--- config.mk ---
export PLATFORM = sky130hd
export DESIGN_NAME = sst_ctrl
export DESIGN_NICKNAME = d
export VERILOG_FILES = /design/src/hw/rtl/sst_pkg.sv /design/src/hw/rtl/sst_ctrl.sv
export SDC_FILE = /design/constraint.sdc
export NUM_CORES = 1
export LEC_CHECK = 0
export BUFFER_PORTS_ARGS = -buffer_cell sky130_fd_sc_hd__buf_2
export CAP_MARGIN = 5
export CORE_MARGIN = 2
export CORE_UTILIZATION = 40
export DETAILED_ROUTE_END_ITERATION = 16
export RECOVER_POWER = 100
export SLEW_MARGIN = 0
export SYNTH_ARGS = -nofsm -noshare
export SYNTH_HDL_FRONTEND = slang
export SYNTH_SLANG_ARGS = --single-unit
--- constraint.sdc ---
create_clock -name clk -period 2.36 [get_ports clk]
set_input_delay 0.472 -clock clk [delete_from_list [all_inputs] [get_ports clk]]
set_output_delay 0.472 -clock clk [all_outputs]
set_load 0.02 [all_outputs]
--- src/hw/rtl/sst_pkg.sv ---
`default_nettype none
package sst_pkg;

  localparam int TOL_W = 10;
  localparam int LIM_W = 6;
  localparam int REV_W = 10;
  localparam int CFG_W = 10;

  localparam logic REG_TOLERANCE = 1'b0;
  localparam logic REG_REV_LIMIT = 1'b1;

  typedef enum logic [3:0] {
    S_IDLE,
    S_CHECK,
    S_SETUP,
    S_FETCH,
    S_MUL,
    S_DECIDE,
    S_CROSS,
    S_CWAIT,
    S_DLOAD,
    S_DIV,
    S_RLOAD,
    S_ROOT,
    S_JUDGE,
    S_FINAL
  } state_t;

  typedef enum logic [3:0] {
    MOP_NONE,
    MOP_DXDX,
    MOP_DYDY,
    MOP_PXPX,
    MOP_PYPY,
    MOP_QXQX,
    MOP_QYQY,
    MOP_PXDX,
    MOP_PYDY,
    MOP_DXPY,
    MOP_DYPX,
    MOP_CHH,
    MOP_CHL,
    MOP_CLL
  } mop_t;

  typedef enum logic [1:0] {
    RES_FALSE,
    RES_TRUE,
    RES_REV
  } res_t;

  typedef enum logic [1:0] {
    TREND_NONE,
    TREND_UP,
    TREND_DOWN
  } trend_t;

  typedef struct packed {
    logic load;
    logic setup;
    mop_t mop;
    logic advance;
    logic div_load;
    logic div_step;
    logic root_load;
    logic root_quot;
    logic root_step;
    logic trend;
    logic finish;
    res_t res;
  } cmd_t;

  typedef struct packed {
    logic ovf;
    logic n_lt2;
    logic n_eq2;
    logic perp;
    logic too_far;
    logic more;
  } stat_t;

endpackage
`default_nettype wire

--- src/hw/rtl/sst_ctrl.sv ---
`default_nettype none
module sst_ctrl
  import sst_pkg::*;
#(
  parameter int DIV_STEPS  = 49,
  parameter int ROOT_STEPS = 25
) (
  input  wire logic  clk,
  input  wire logic  rst,
  input  wire logic  start,
  input  wire logic  last_point,
  input  wire stat_t stat,
  output cmd_t       cmd,
  output logic       busy
);

  localparam int SW = $clog2(DIV_STEPS + 1);

  state_t        state, state_next;
  logic [SW-1:0] step, step_next;

  assign busy = (state != S_IDLE);

  always_ff @(posedge clk) begin
    if (rst) begin
      state <= S_IDLE;
      step  <= '0;
    end else begin
      state <= state_next;
      step  <= step_next;
    end
  end

  always_comb begin
    cmd        = '0;
    cmd.mop    = MOP_NONE;
    cmd.res    = RES_FALSE;
    state_next = state;
    step_next  = step;
    unique case (state)
      S_IDLE: begin
        cmd.load = start;
        if (start && last_point) begin
          state_next = S_CHECK;
        end
      end
      S_CHECK: begin
        priority if (stat.ovf || stat.n_lt2) begin
          cmd.finish = 1'b1;
          cmd.res    = RES_FALSE;
          state_next = S_IDLE;
        end else if (stat.n_eq2) begin
          cmd.finish = 1'b1;
          cmd.res    = RES_TRUE;
          state_next = S_IDLE;
        end else begin
          cmd.setup  = 1'b1;
          step_next  = '0;
          state_next = S_SETUP;
        end
      end
      S_SETUP: begin
        cmd.mop = step[0] ? MOP_DYDY : MOP_DXDX;
        if (step[0]) begin
          step_next  = '0;
          state_next = S_FETCH;
        end else begin
          step_next = step + 1'b1;
        end
      end
      S_FETCH: begin
        step_next  = '0;
        state_next = S_MUL;
      end
      S_MUL: begin
        unique case (step[2:0])
          3'd0: cmd.mop = MOP_PXPX;
          3'd1: cmd.mop = MOP_PYPY;
          3'd2: cmd.mop = MOP_QXQX;
          3'd3: cmd.mop = MOP_QYQY;
          3'd4: cmd.mop = MOP_PXDX;
          3'd5: cmd.mop = MOP_PYDY;
          3'd6: cmd.mop = MOP_DXPY;
          3'd7: cmd.mop = MOP_DYPX;
          default: cmd.mop = MOP_NONE;
        endcase
        if (step[2:0] == 3'd7) begin
          step_next  = '0;
          state_next = S_DECIDE;
        end else begin
          step_next = step + 1'b1;
        end
      end
      S_DECIDE: begin
        step_next = '0;
        if (stat.perp) begin
          state_next = S_CROSS;
        end else begin
          cmd.root_load = 1'b1;
          cmd.root_quot = 1'b0;
          state_next    = S_ROOT;
        end
      end
      S_CROSS: begin
        unique case (step[1:0])
          2'd0: cmd.mop = MOP_CHH;
          2'd1: cmd.mop = MOP_CHL;
          2'd2: cmd.mop = MOP_CLL;
          default: cmd.mop = MOP_NONE;
        endcase
        if (step[1:0] == 2'd2) begin
          step_next  = '0;
          state_next = S_CWAIT;
        end else begin
          step_next = step + 1'b1;
        end
      end
      S_CWAIT: begin
        state_next = S_DLOAD;
      end
      S_DLOAD: begin
        cmd.div_load = 1'b1;
        step_next    = '0;
        state_next   = S_DIV;
      end
      S_DIV: begin
        cmd.div_step = 1'b1;
        if (step == SW'(DIV_STEPS - 1)) begin
          step_next  = '0;
          state_next = S_RLOAD;
        end else begin
          step_next = step + 1'b1;
        end
      end
      S_RLOAD: begin
        cmd.root_load = 1'b1;
        cmd.root_quot = 1'b1;
        step_next     = '0;
        state_next    = S_ROOT;
      end
      S_ROOT: begin
        cmd.root_step = 1'b1;
        if (step == SW'(ROOT_STEPS - 1)) begin
          step_next  = '0;
          state_next = S_JUDGE;
        end else begin
          step_next = step + 1'b1;
        end
      end
      S_JUDGE: begin
        if (stat.too_far) begin
          cmd.finish = 1'b1;
          cmd.res    = RES_FALSE;
          state_next = S_IDLE;
        end else begin
          cmd.trend   = 1'b1;
          cmd.advance = 1'b1;
          state_next  = stat.more ? S_FETCH : S_FINAL;
        end
      end
      S_FINAL: begin
        cmd.finish = 1'b1;
        cmd.res    = RES_REV;
        state_next = S_IDLE;
      end
      default: begin
        state_next = S_IDLE;
      end
    endcase
  end

endmodule
`default_nettype wire

## Yosys cells after proc, flatten, opt, wreduce, memory -nomap -nowiden

Memory sizes are Yosys's and may differ from the RTL's. A register that Yosys moved wholly into a read port is not among the register bits.
Index checks and enable logic that the tools add are counted.

| word-level totals | value |
|---|---|
| ROM bits | 32 |
| bits of input ports | 10 |
| flip-flop bits (word level) | 10 |
| memories | 1 |
| logic and storage cells | 79 |

Memories:

| name | words | width | read ports | clocked after Yosys merged registers in | wr ports | RTL line | source |
|---|---|---|---|---|---|---|---|
| (name not given) | 8 | 4 | 1 | 1 | 0 | sst_ctrl.sv:76 | `unique case (step[2:0])` |

| cells by class | value |
|---|---|
| $add $sub $neg | 1 |
| reductions and logical operators | 9 |
| mux-type cells | 40 |
| eq/ne operators | 26 |

Operators by type and width:

| kind | number |
|---|---|
| one-hot mux 4 bit (13 select lines) | 1 |
| 2-to-1 mux 6 bit | 7 |
| one-hot mux 6 bit (7 select lines) | 1 |
| 2-to-1 mux 4 bit | 10 |
| == test 4 bit (second input constant) | 6 |
| one-hot mux 4 bit (3 select lines) | 2 |
| == test 4 x 3 -> 1 bit (second input constant) | 4 |
| != test 2 bit (second input constant) | 8 |
| 2-to-1 mux 3 bit | 5 |
| 2-to-1 mux 1 bit | 9 |
| one-hot mux 3 bit (3 select lines) | 1 |
| == test 4 x 2 -> 1 bit (second input constant) | 2 |
| nonzero test 7 bit | 1 |
| adder 6 x 1 -> 6 bit (second input constant) | 1 |
| == test 6 x 5 -> 1 bit (second input constant) | 1 |
| == test 6 bit (second input constant) | 1 |
| 2-to-1 mux 2 bit | 3 |
| AND reduction 6 bit | 1 |
| == test 4 x 1 -> 1 bit (second input constant) | 1 |
| logical NOT 4 bit | 1 |
| one-hot mux 2 bit (2 select lines) | 1 |
| nonzero test 4 bit | 1 |
| OR reduction 4 bit | 1 |
| == test 3 bit (second input constant) | 1 |
| other kinds (6) | 6 |

## Logic depth before layout (Yosys ltp)

Gate-level depths: netlist of run 1.

| depth | value |
|---|---|
| word-level depth | 6 |
| depth in mapped cells | 10 |
| gate-level depth less buffers | 10 |

## Least setup slack after synthesis of run 1

No wires, ideal clock.

| timing | value |
|---|---|
| kind | flip-flop to output port |
| from | register state[2] |
| to | output port cmd[10] in the netlist's numbering |
| arrival | 1.681 ns |
| buffers on the path | 2 |
| required time | 1.888 ns |
| stages on the path, launching flop included | 6 |
| slack | 0.207 ns |
| cell sequence | dfxtp_1 > clkbuf_1 > clkbuf_1 > o21ai_0 > and3b_1 > nor3_1 |

RTL lines:

| element | RTL line | source |
|---|---|---|
| start, declared | sst_ctrl.sv:19 | `state_t state, state_next;` |
| start signal, assigned | sst_ctrl.sv:29 | `state <= state_next;` |
| end, declared | sst_ctrl.sv:13 | `output cmd_t cmd,` |

==> metrics.md, run 1 <==
| Metric | Value |
|---|---|
| Worst slew pin tran | `0.595 ns` |
| Library cells used by synthesis | `46` |
| Synth Cell Area | `0.00120 mm^2` |
| Chip height | `58.8 um` |
| Max-slew violation count | `0` |
| Sum Neg Setup Slack | `0 ns` |
| Gr ovfl total | `0` |
| Avg Vias per Cell | `5.57` |
| Buf/Inv on CP | `2` |
| Root Buffer | `clkbuf_4` |
| DRC viols | `2` |
| Htree depth | `1` |
| Yosys reg bits | `14` |
| Post-cts sizing count | `0` |
| Reg-to-reg slack, setup | `0.20 ns` |
| Status | `finished with violations` |
| Fmax | `454 MHz` |
| Cell Pwr Density | `398 mW/mm^2` |
| Worst min-delay path class | `in2reg` |
| Final worst path period share | `93.4%` |
| Clk_lat worst skew | `0.30 ns` |
| Die width | `58.8 um` |
| TritonCTS clock tree | `done` |
| Area leader, netlist | `dfxtp_1` |
| First-pass GRT wire length | `4950 um` |
| Slew margin rel. | `60.4%` |
| Clk pwr share | `33.1%` |
| I/O pin cnt | `27` |
| WS Path Type | `reg2out` |
| Clk buf depth | `2` |
| Number of max-cap violations | `0` |
| Setup crit end kind | `output port` |
| Worst Setup SP | `step[0]` |
| Logic pwr share | `22.0%` |
| Ys flop type | `dfxtp_1` |
| Synth async-reset ratio | `0%` |
| Top post-synthesis cells by area | `dfxtp_1 (23%), ha_1 (10%), nor2_1 (6.2%), a21oi_1 (5.0%), inv_1 (4.1%)` |
| TritonRoute pass-1 iters | `10` |
| Initial core utilization | `42.9%` |
| Most numerous cell in the Yosys netlist | `nor2_1` |
| Sw Share | `31.2%` |
| Post-route ant nets | `0` |
| Reg2Reg Depth | `7` |
| Maximum vdd drop | `259 uV` |
| Drt total wl | `2970 um` |
| Area share of the largest cell type after synthesis | `23.3%` |
| Wire length per cell | `13.4 um` |
| # port buffers | `26` |
| Syn nets | `184` |
| Initial antenna violation count | `0` |
| CTS Hold Buffers Added | `0` |
| Syn-to-layout area delta | `15.5%` |
| Switching pwr | `173 uW` |
| Crit path max-delay family | `buffers and inverters` |
| Synthesis warning total | `0` |
| Vias in the first global route | `1133` |
| Post-synth top cells | `nor2_1 (20), dfxtp_1 (14), inv_1 (13), nand2_1 (13), a21oi_1 (12)` |
| Fillers | `290` |
| Clock sinks | `14` |
| Design Power | `553 uW` |
| Initial DRC count | `50` |
| Pleak | `0.000575 uW` |
| Largest net degree at the start of global routing | `14` |
| Internal power | `380 uW` |
| Worst endpoint data arrival time | `1.73 ns` |
| Critical Path Slowest Stage Cell | `dfxtp_2` |
| Max Fanout on Critical Path | `9` |
| CP peak stage delay | `0.37 ns` |
| Number of synthesized flops with an enable pin | `0` |
| Post-synthesis instance total | `164` |
| Final Hold Fails | `0` |
| Worst clock skew | `0.0127 ns` |
| Vias | `1232` |
| Startpoint Class | `flip-flop` |
| Seq pwr share | `44.9%` |
| Cell depth of the worst setup path | `6` |
| ANT cells | `0` |
| Final setup violation count | `0` |
| Worst setup path endpoint | `cmd[10]` |
| Crit Reg-Reg Startpoint | `step[1]` |
| FP Rows | `19` |
| CTS Buf Count | `3` |
| Failing checks | `design-rule violations` |
| CP required | `1.89 ns` |
| Setup Buffers After CTS | `0` |
| GRT Overall Usage | `18.9%` |
| Routability cong. | `0.895` |
| Die area | `0.00346 mm^2` |
| Unrepaired setup endpoints after global routing | `no` |
| Worst-path clk slew | `0.10 ns` |
| Final min period | `2.20 ns` |
| Synthesized area per cell | `7.33 um^2` |
| Nets | `211` |
| Sequential area share after synthesis | `23.3%` |
| Core footprint | `0.00281 mm^2` |
| Hpwl dp | `2320 um` |
| Critical path, cell by cell | `inv_1 -> ha_1 -> o21ai_0 -> and3b_1 -> nor3_1 -> clkbuf_2` |
| Share of layout cells above drive strength 1 | `17.4%` |
layout by cell type, fill, tap and decap left out, types with 6 or more instances in the layout:
cell type	instances
buf_4	6
ha_1	10
buf_2	13
clkbuf_1	11
dfxtp_1	13
nor2_1	20
a21oi_1	12
nand2_1	13
inv_1	13
nor3_1	7
worst min-delay path by stage:
stage               depth (start not counted)       to     from
finish                                      2  step[1]      rst
global route                                2  step[1]      rst
CTS                                         2  step[1]      rst
detailed placement                          2  step[4]  step[4]
global placement                            2  step[4]  step[4]
floorplan                                   2  step[4]  step[4]
power groups by stage:
stage	logic (uW)	registers, uW	clock network, uW
2_1_floorplan	86.7	252	0
3_3_place_gp	122	254	0
5_1_grt	136	250	204
3_5_place_dp	124	254	0
4_1_cts	124	248	188
6_report	122	248	183
stage by stage:
step | setup slack, ns | utilization [%] | cells | cell area, um^2 | hold slack [ns]
after floorplan | 0.207 | - | 164 | 1200 | 0.485
after global placement | 0.255 | 48.9 | 217 | 1370 | 0.520
after detailed placement | 0.132 | 48.9 | 217 | 1370 | 0.528
after CTS | 0.0768 | 50.2 | 221 | 1410 | 0.483
after global routing | 0.0156 | 49.5 | 221 | 1390 | 0.487
final | 0.156 | 49.5 | 221 | 1390 | 0.479
kinds of logic (layout without fill, tap and decap cells):
group                    count (synthesis)  in the layout  share of synthesized area, %
AO/OA/AOI/OAI                           38             38                          22.5
multiplexers                             5              5                          4.27
adder cells (fa/ha/maj)                 10             10                          10.4
flip-flops                              14             14                          23.3
AND/OR/NAND/NOR                         73             73                          31.1
buffers and inverters                   24             50                          8.43
routing by layer:
layer	GRT usage, %	part of all wire, %
met1	23.2	43
met2	32.4	50
met3	3.96	5.6
met4	6.82	1.3
met5	0	0
cell type report:
class	instances	area, um^2	area share, %
multi-input cells	126	817	58.8
flip-flops and latches	14	282	20.3
repair buffers	33	166	12.0
inverters	13	48.8	3.51
well taps	31	38.8	2.79
clock buffers	4	36.3	2.61
Power figures use the tool's default switching activity.
==> run 2, diff against run 1 <==
Settings changed: CORE_UTILIZATION 40 to 53, PLACE_DENSITY set to 0.78.
==> metrics.md, run 2 (synthesis results as in run 1) <==
| Metric | Value |
|---|---|
| TritonCTS clock tree | `done` |
| Fmax | `461 MHz` |
| CP required | `1.89 ns` |
| Clk pwr share | `32.2%` |
| Unrepaired setup endpoints after global routing | `no` |
| Number of max-cap violations | `0` |
| Maximum vdd drop | `247 uV` |
| Reg-to-reg slack, setup | `0.21 ns` |
| I/O pin cnt | `27` |
| Final min period | `2.17 ns` |
| Pleak | `0.000627 uW` |
| Die width | `51.6 um` |
| # port buffers | `26` |
| CTS Buf Count | `3` |
| Max layer used | `met4` |
| Worst endpoint data arrival time | `1.70 ns` |
| FP Rows | `17` |
| Reg2Reg Depth | `8` |
| Initial antenna violation count | `0` |
| M1 WL | `1320 um` |
| Hpwl dp | `2420 um` |
| Initial core utilization | `55.4%` |
| Worst slew pin tran | `0.467 ns` |
| Nets | `210` |
| Chip height | `51.6 um` |
| Crit Reg-Reg Startpoint | `state[1]` |
| Sum Neg Setup Slack | `0 ns` |
| Routability cong. | `0.925` |
| Switching pwr | `171 uW` |
| Met3 WL | `86 um` |
| GRT Overall Usage | `26.7%` |
| Startpoint Class | `flip-flop` |
| Clk_lat worst skew | `0.29 ns` |
| Max Fanout on Critical Path | `9` |
| Commonest non-fill, non-tap cells in the layout | `buf_2 (26), nor2_1 (20), nand2_1 (13), dfxtp_1 (13)` |
| Critical path, cell by cell | `inv_2 -> ha_1 -> o21ai_0 -> and3b_1 -> nor3_1 -> buf_2` |
| Syn-to-layout area delta | `17.1%` |
| Share of layout cells above drive strength 1 | `24.9%` |
| Worst min-delay path class | `in2reg` |
| Final Hold Fails | `0` |
| Worst setup path endpoint | `cmd[10]` |
| Commonest non-fill, non-tap cell in the layout | `buf_2` |
| Cells after DPL | `213` |
| Gr ovfl total | `0` |
| WS Path Type | `reg2out` |
| ANT cells | `0` |
| Cell Pwr Density | `394 mW/mm^2` |
| Slew margin rel. | `68.7%` |
| Status | `finished clean` |
| Routed wl met2 | `1720 um` |
| Post-route cell area | `0.00141 mm^2` |
| Worst-path clk slew | `0.09 ns` |
| Sw Share | `30.8%` |
| Final Non-Filler Cells | `217` |
| Vias in the first global route | `1214` |
| First-pass GRT wire length | `5330 um` |
| Critical Path Slowest Stage Cell | `dfxtp_1` |
| DRC viols | `0` |
| Final worst path period share | `91.9%` |
| Final setup violation count | `0` |
| Internal power | `383 uW` |
| Worst clock skew | `0.00186 ns` |
| Max-slew violation count | `0` |
| Htree depth | `1` |
| Wire length per cell | `14.6 um` |
| Placed cell area | `0.00136 mm^2` |
| Setup crit end kind | `output port` |
| Die area | `0.00267 mm^2` |
| Setup Buffers After CTS | `0` |
| Avg Vias per Cell | `5.84` |
| Core footprint | `0.00217 mm^2` |
| CP peak stage delay | `0.50 ns` |
| Largest net degree at the start of global routing | `14` |
| Drt total wl | `3160 um` |
| Clk buf depth | `2` |
| Logic pwr share | `23.0%` |
| Worst Setup SP | `step[0]` |
| Vias | `1268` |
| Clock sinks | `14` |
| Seq pwr share | `44.7%` |
| Root Buffer | `clkbuf_4` |
| TritonRoute pass-1 iters | `4` |
| Post-route ant nets | `0` |
| Initial DRC count | `19` |
[run 2: per-stage QoR]
| step | utilization [%] | power [uW] | hold WS, ns | worst slack, ns |
|---|---|---|---|---|
| 2_1_floorplan | - | 338 | 0.485 | 0.207 |
| 3_3_place_gp | 62.7 | 374 | 0.517 | 0.224 |
| 3_5_place_dp | 62.7 | 378 | 0.536 | 0.0858 |
| 4_1_cts | 64.4 | 553 | 0.491 | 0.0633 |
| 5_1_grt | 64.9 | 580 | 0.512 | 0.00591 |
| 6_report | 64.9 | 554 | 0.498 | 0.192 |
[run 2: timing repair]
action	in CTS	in global routing
endpoints found under the setup margin	0	5
resized for setup	0	4
hold endpoints to repair	0	0
hold buffers	0	0
[run 2: power by group through the flow]
stage                     clock network (uW)  registers, uW  logic [uW]
after floorplan                            0            252        86.7
after global placement                     0            253         121
after detailed placement                   0            253         125
after CTS                                179            248         126
after global routing                     190            249         141
final                                    179            248         128
[run 2: final cells by class]
| class | count | area, um^2 |
|---|---|---|
| timing repair buffer | 32 | 171 |
| tap | 28 | 35.0 |
| inverter | 13 | 48.8 |
| clock buffer | 4 | 36.3 |
| multi-input combinational | 126 | 835 |
| fill | 214 | 762 |
| sequential | 14 | 282 |
[run 2: worst max-delay path: cells and delay by family, from the launching register on]
family                     cells  cell delay (ns)
and+or+nand+nor                2             0.22
AOI/OAI and AO/OA              1             0.15
DFF                            1             0.50
buffers and inverters          2             0.29
adders and majority gates      1             0.26
[run 2: how the worst min path moves through the flow]
| stage | cells past startpoint | start | slack, ns | end |
|---|---|---|---|---|
| floorplan | 2 | step[4] | 0.49 | step[4] |
| global placement | 2 | step[4] | 0.52 | step[4] |
| detailed placement | 2 | step[4] | 0.54 | step[4] |
| CTS | 2 | rst | 0.49 | state[2] |
| global route | 2 | rst | 0.51 | step[1] |
| finish | 2 | rst | 0.50 | step[1] |
[run 2: layer usage]
layer  track usage, %  vias up
li1                 -      628
met1             30.1      616
met2             48.3       19
met3             5.46        5
met4             11.0        0
met5                0        -
==> run 3, diff against run 2 <==
Settings changed: ABC_AREA set to 1, PLACE_DENSITY 0.78 to 0.79.
==> metrics.md, run 3 <==
| Metric | Value |
|---|---|
| Status | `finished clean` |
| Synthesized area per cell | `5.99 um^2` |
| Nets | `246` |
| Post-route ant nets | `0` |
| Max Fanout on Critical Path | `6` |
| Ys flop type | `dfxtp_1` |
| Drt total wl | `2630 um` |
| Synth async-reset ratio | `0%` |
| TritonRoute pass-1 iters | `5` |
| First-pass GRT wire length | `4170 um` |
| Vias in the first global route | `1037` |
| Most numerous cell in the Yosys netlist | `nand2_1` |
| Cell Pwr Density | `900 mW/mm^2` |
| Syn nets | `216` |
| Area leader, netlist | `dfxtp_1` |
| Clk_lat worst skew | `0.28 ns` |
| Worst-path clk slew | `0.08 ns` |
| # port buffers | `26` |
| Clock sinks | `14` |
| Top post-synthesis cells by area | `dfxtp_1 (24%), nand2_1 (19%), ha_1 (11%), inv_1 (9.9%), nor2_1 (9.6%)` |
| Hold path start | `rst` |
| Critical Path Slowest Stage Cell | `dfxtp_1` |
| Number of max-cap violations | `0` |
| Final setup violation count | `0` |
| Library cells used by synthesis | `22` |
| Gr ovfl total | `0` |
| Syn-to-layout area delta | `14.2%` |
| Final worst path period share | `90.3%` |
| Synth Cell Area | `0.00117 mm^2` |
| Worst min-delay path class | `in2reg` |
| WS Path Type | `reg2out` |
| Sum Neg Setup Slack | `0 ns` |
| TritonCTS clock tree | `done` |
| Worst endpoint data arrival time | `1.66 ns` |
| Largest net degree at the start of global routing | `9` |
| Sequential area share after synthesis | `23.9%` |
| Fmax | `469 MHz` |
| DRC viols | `0` |
| Yosys reg bits | `14` |
| Worst Setup SP | `state[2]` |
| Crit Reg-Reg Startpoint | `step[0]` |
| Worst slew pin tran | `0.360 ns` |
| GRT Overall Usage | `21.2%` |
| CTS Buf Count | `3` |
| Clk buf depth | `2` |
| M1 WL | `1340 um` |
| FP Rows | `17` |
| Maximum vdd drop | `513 uV` |
| Initial DRC count | `26` |
| Critical path, cell by cell | `inv_1 -> nor2_2 -> nand2_1 -> inv_1 -> nand2_1 -> o211ai_1 -> clkbuf_1` |
| Slew margin rel. | `75.8%` |
| Routability cong. | `0.900` |
| I/O pin cnt | `27` |
| Routed wl met2 | `1160 um` |
| Post-cts sizing count | `0` |
| Initial antenna violation count | `0` |
| Vias | `1252` |
| Wire length per cell | `10.4 um` |
| Final min period | `2.13 ns` |
| CP required | `1.89 ns` |
| Met3 WL | `107 um` |
| Setup Buffers After CTS | `0` |
| Avg Vias per Cell | `4.95` |
| Commonest non-fill, non-tap cell in the layout | `nand2_1` |
| Die area | `0.00261 mm^2` |
| Synthesis warning total | `0` |
| Share of layout cells above drive strength 1 | `13.3%` |
| CTS Hold Buffers Added | `0` |
| Post-synthesis instance total | `196` |
| Post-route cell area | `0.00134 mm^2` |
| Placed cell area | `0.00133 mm^2` |
| Startpoint Class | `flip-flop` |
| Hpwl dp | `2180 um` |
| Unrepaired setup endpoints after global routing | `no` |
| Die width | `51.1 um` |
| Core footprint | `0.00215 mm^2` |
| Htree depth | `1` |
| CP peak stage delay | `0.38 ns` |
| Initial core utilization | `54.6%` |
| Root Buffer | `clkbuf_4` |
| Pleak | `0.000771 uW` |
| ANT cells | `0` |
| Number of synthesized flops with an enable pin | `0` |
| Final Hold Fails | `0` |
| Post-synth top cells | `nand2_1 (60), inv_1 (31), nor2_1 (30)` |
| Fillers | `223` |
| Setup crit end kind | `output port` |
| Area share of the largest cell type after synthesis | `23.9%` |
| Chip height | `51.1 um` |
| Max-slew violation count | `0` |
| Commonest non-fill, non-tap cells in the layout | `nand2_1 (62), inv_1 (32), nor2_1 (31), dfxtp_1 (14), buf_2 (14)` |
| Worst clock skew | `0.00765 ns` |
| Max layer used | `met4` |
## run 3: changes by cell type in the layout (fill, tap and decap cells not counted), moves of 6 or more
cell | previous run | this run
buf_2 | 26 | 14
clkbuf_1 | 1 | 12
nand3_1 | 5 | 11
nor2_1 | 20 | 31
nand2_1 | 13 | 62
inv_1 | 12 | 32
nor3_1 | 7 | 1
## run 3: final timing paths
| check | depth (start not counted) | endpoint | slack, ns |
|---|---|---|---|
| setup / recovery | 7 | cmd[11] | 0.23 |
| hold / removal | 2 | state[0] | 0.41 |
| setup reg to reg | 14 | flip-flop | 0.37 |
| hold reg to reg | 2 | step[5] | 0.54 |
## run 3: metrics by stage
step	worst slack (ns)	total power, uW	util [%]	hold slack (ns)	instances
4_1_cts	0.292	1230	63.7	0.406	253
6_report	0.228	1210	62.4	0.407	253
3_3_place_gp	0.548	1050	62.0	0.527	249
5_1_grt	0.125	1310	62.4	0.427	253
2_1_floorplan	0.663	884	-	0.496	196
3_5_place_dp	0.431	1060	62.0	0.534	249
## run 3: cells by family after synthesis
kind of cell	Yosys count	share of synthesized area, %
AOI/OAI and AO/OA	18	8.21
adders and majority gates	10	10.7
buffers and inverters	36	11.8
DFF	14	23.9
and+or+nand+nor	118	45.4
## run 3: worst max-delay path: cells and delay by family, from the launching register on
| kind | cells | cell delay [ns] |
|---|---|---|
| buffers and inverters | 3 | 0.49 |
| AND/OR/NAND/NOR | 3 | 0.42 |
| flip-flops | 1 | 0.38 |
| AO/OA/AOI/OAI | 1 | 0.09 |
## run 3: power breakdown
| group | switching [uW] | internal [uW] |
|---|---|---|
| logic | 474 | 223 |
| clock network | 77.7 | 93.9 |
| registers | 50.4 | 287 |
| total | 602 | 604 |
## run 3: cell type report
cell class | count | area [um^2] | share of cell area, %
Timing Repair Buffer | 26 | 115 | 8.59
Sequential cell | 14 | 280 | 20.9
Multi-Input combinational cell | 146 | 742 | 55.4
Tap cell | 28 | 35.0 | 2.61
Clock buffer | 4 | 36.3 | 2.71
Inverter | 35 | 131 | 9.80
## run 3: routing by layer
layer	up-vias	GRT usage [%]
met3	4	2.63
met5	-	0
met1	554	28.2
li1	664	-
met4	0	8.11
met2	30	34.6
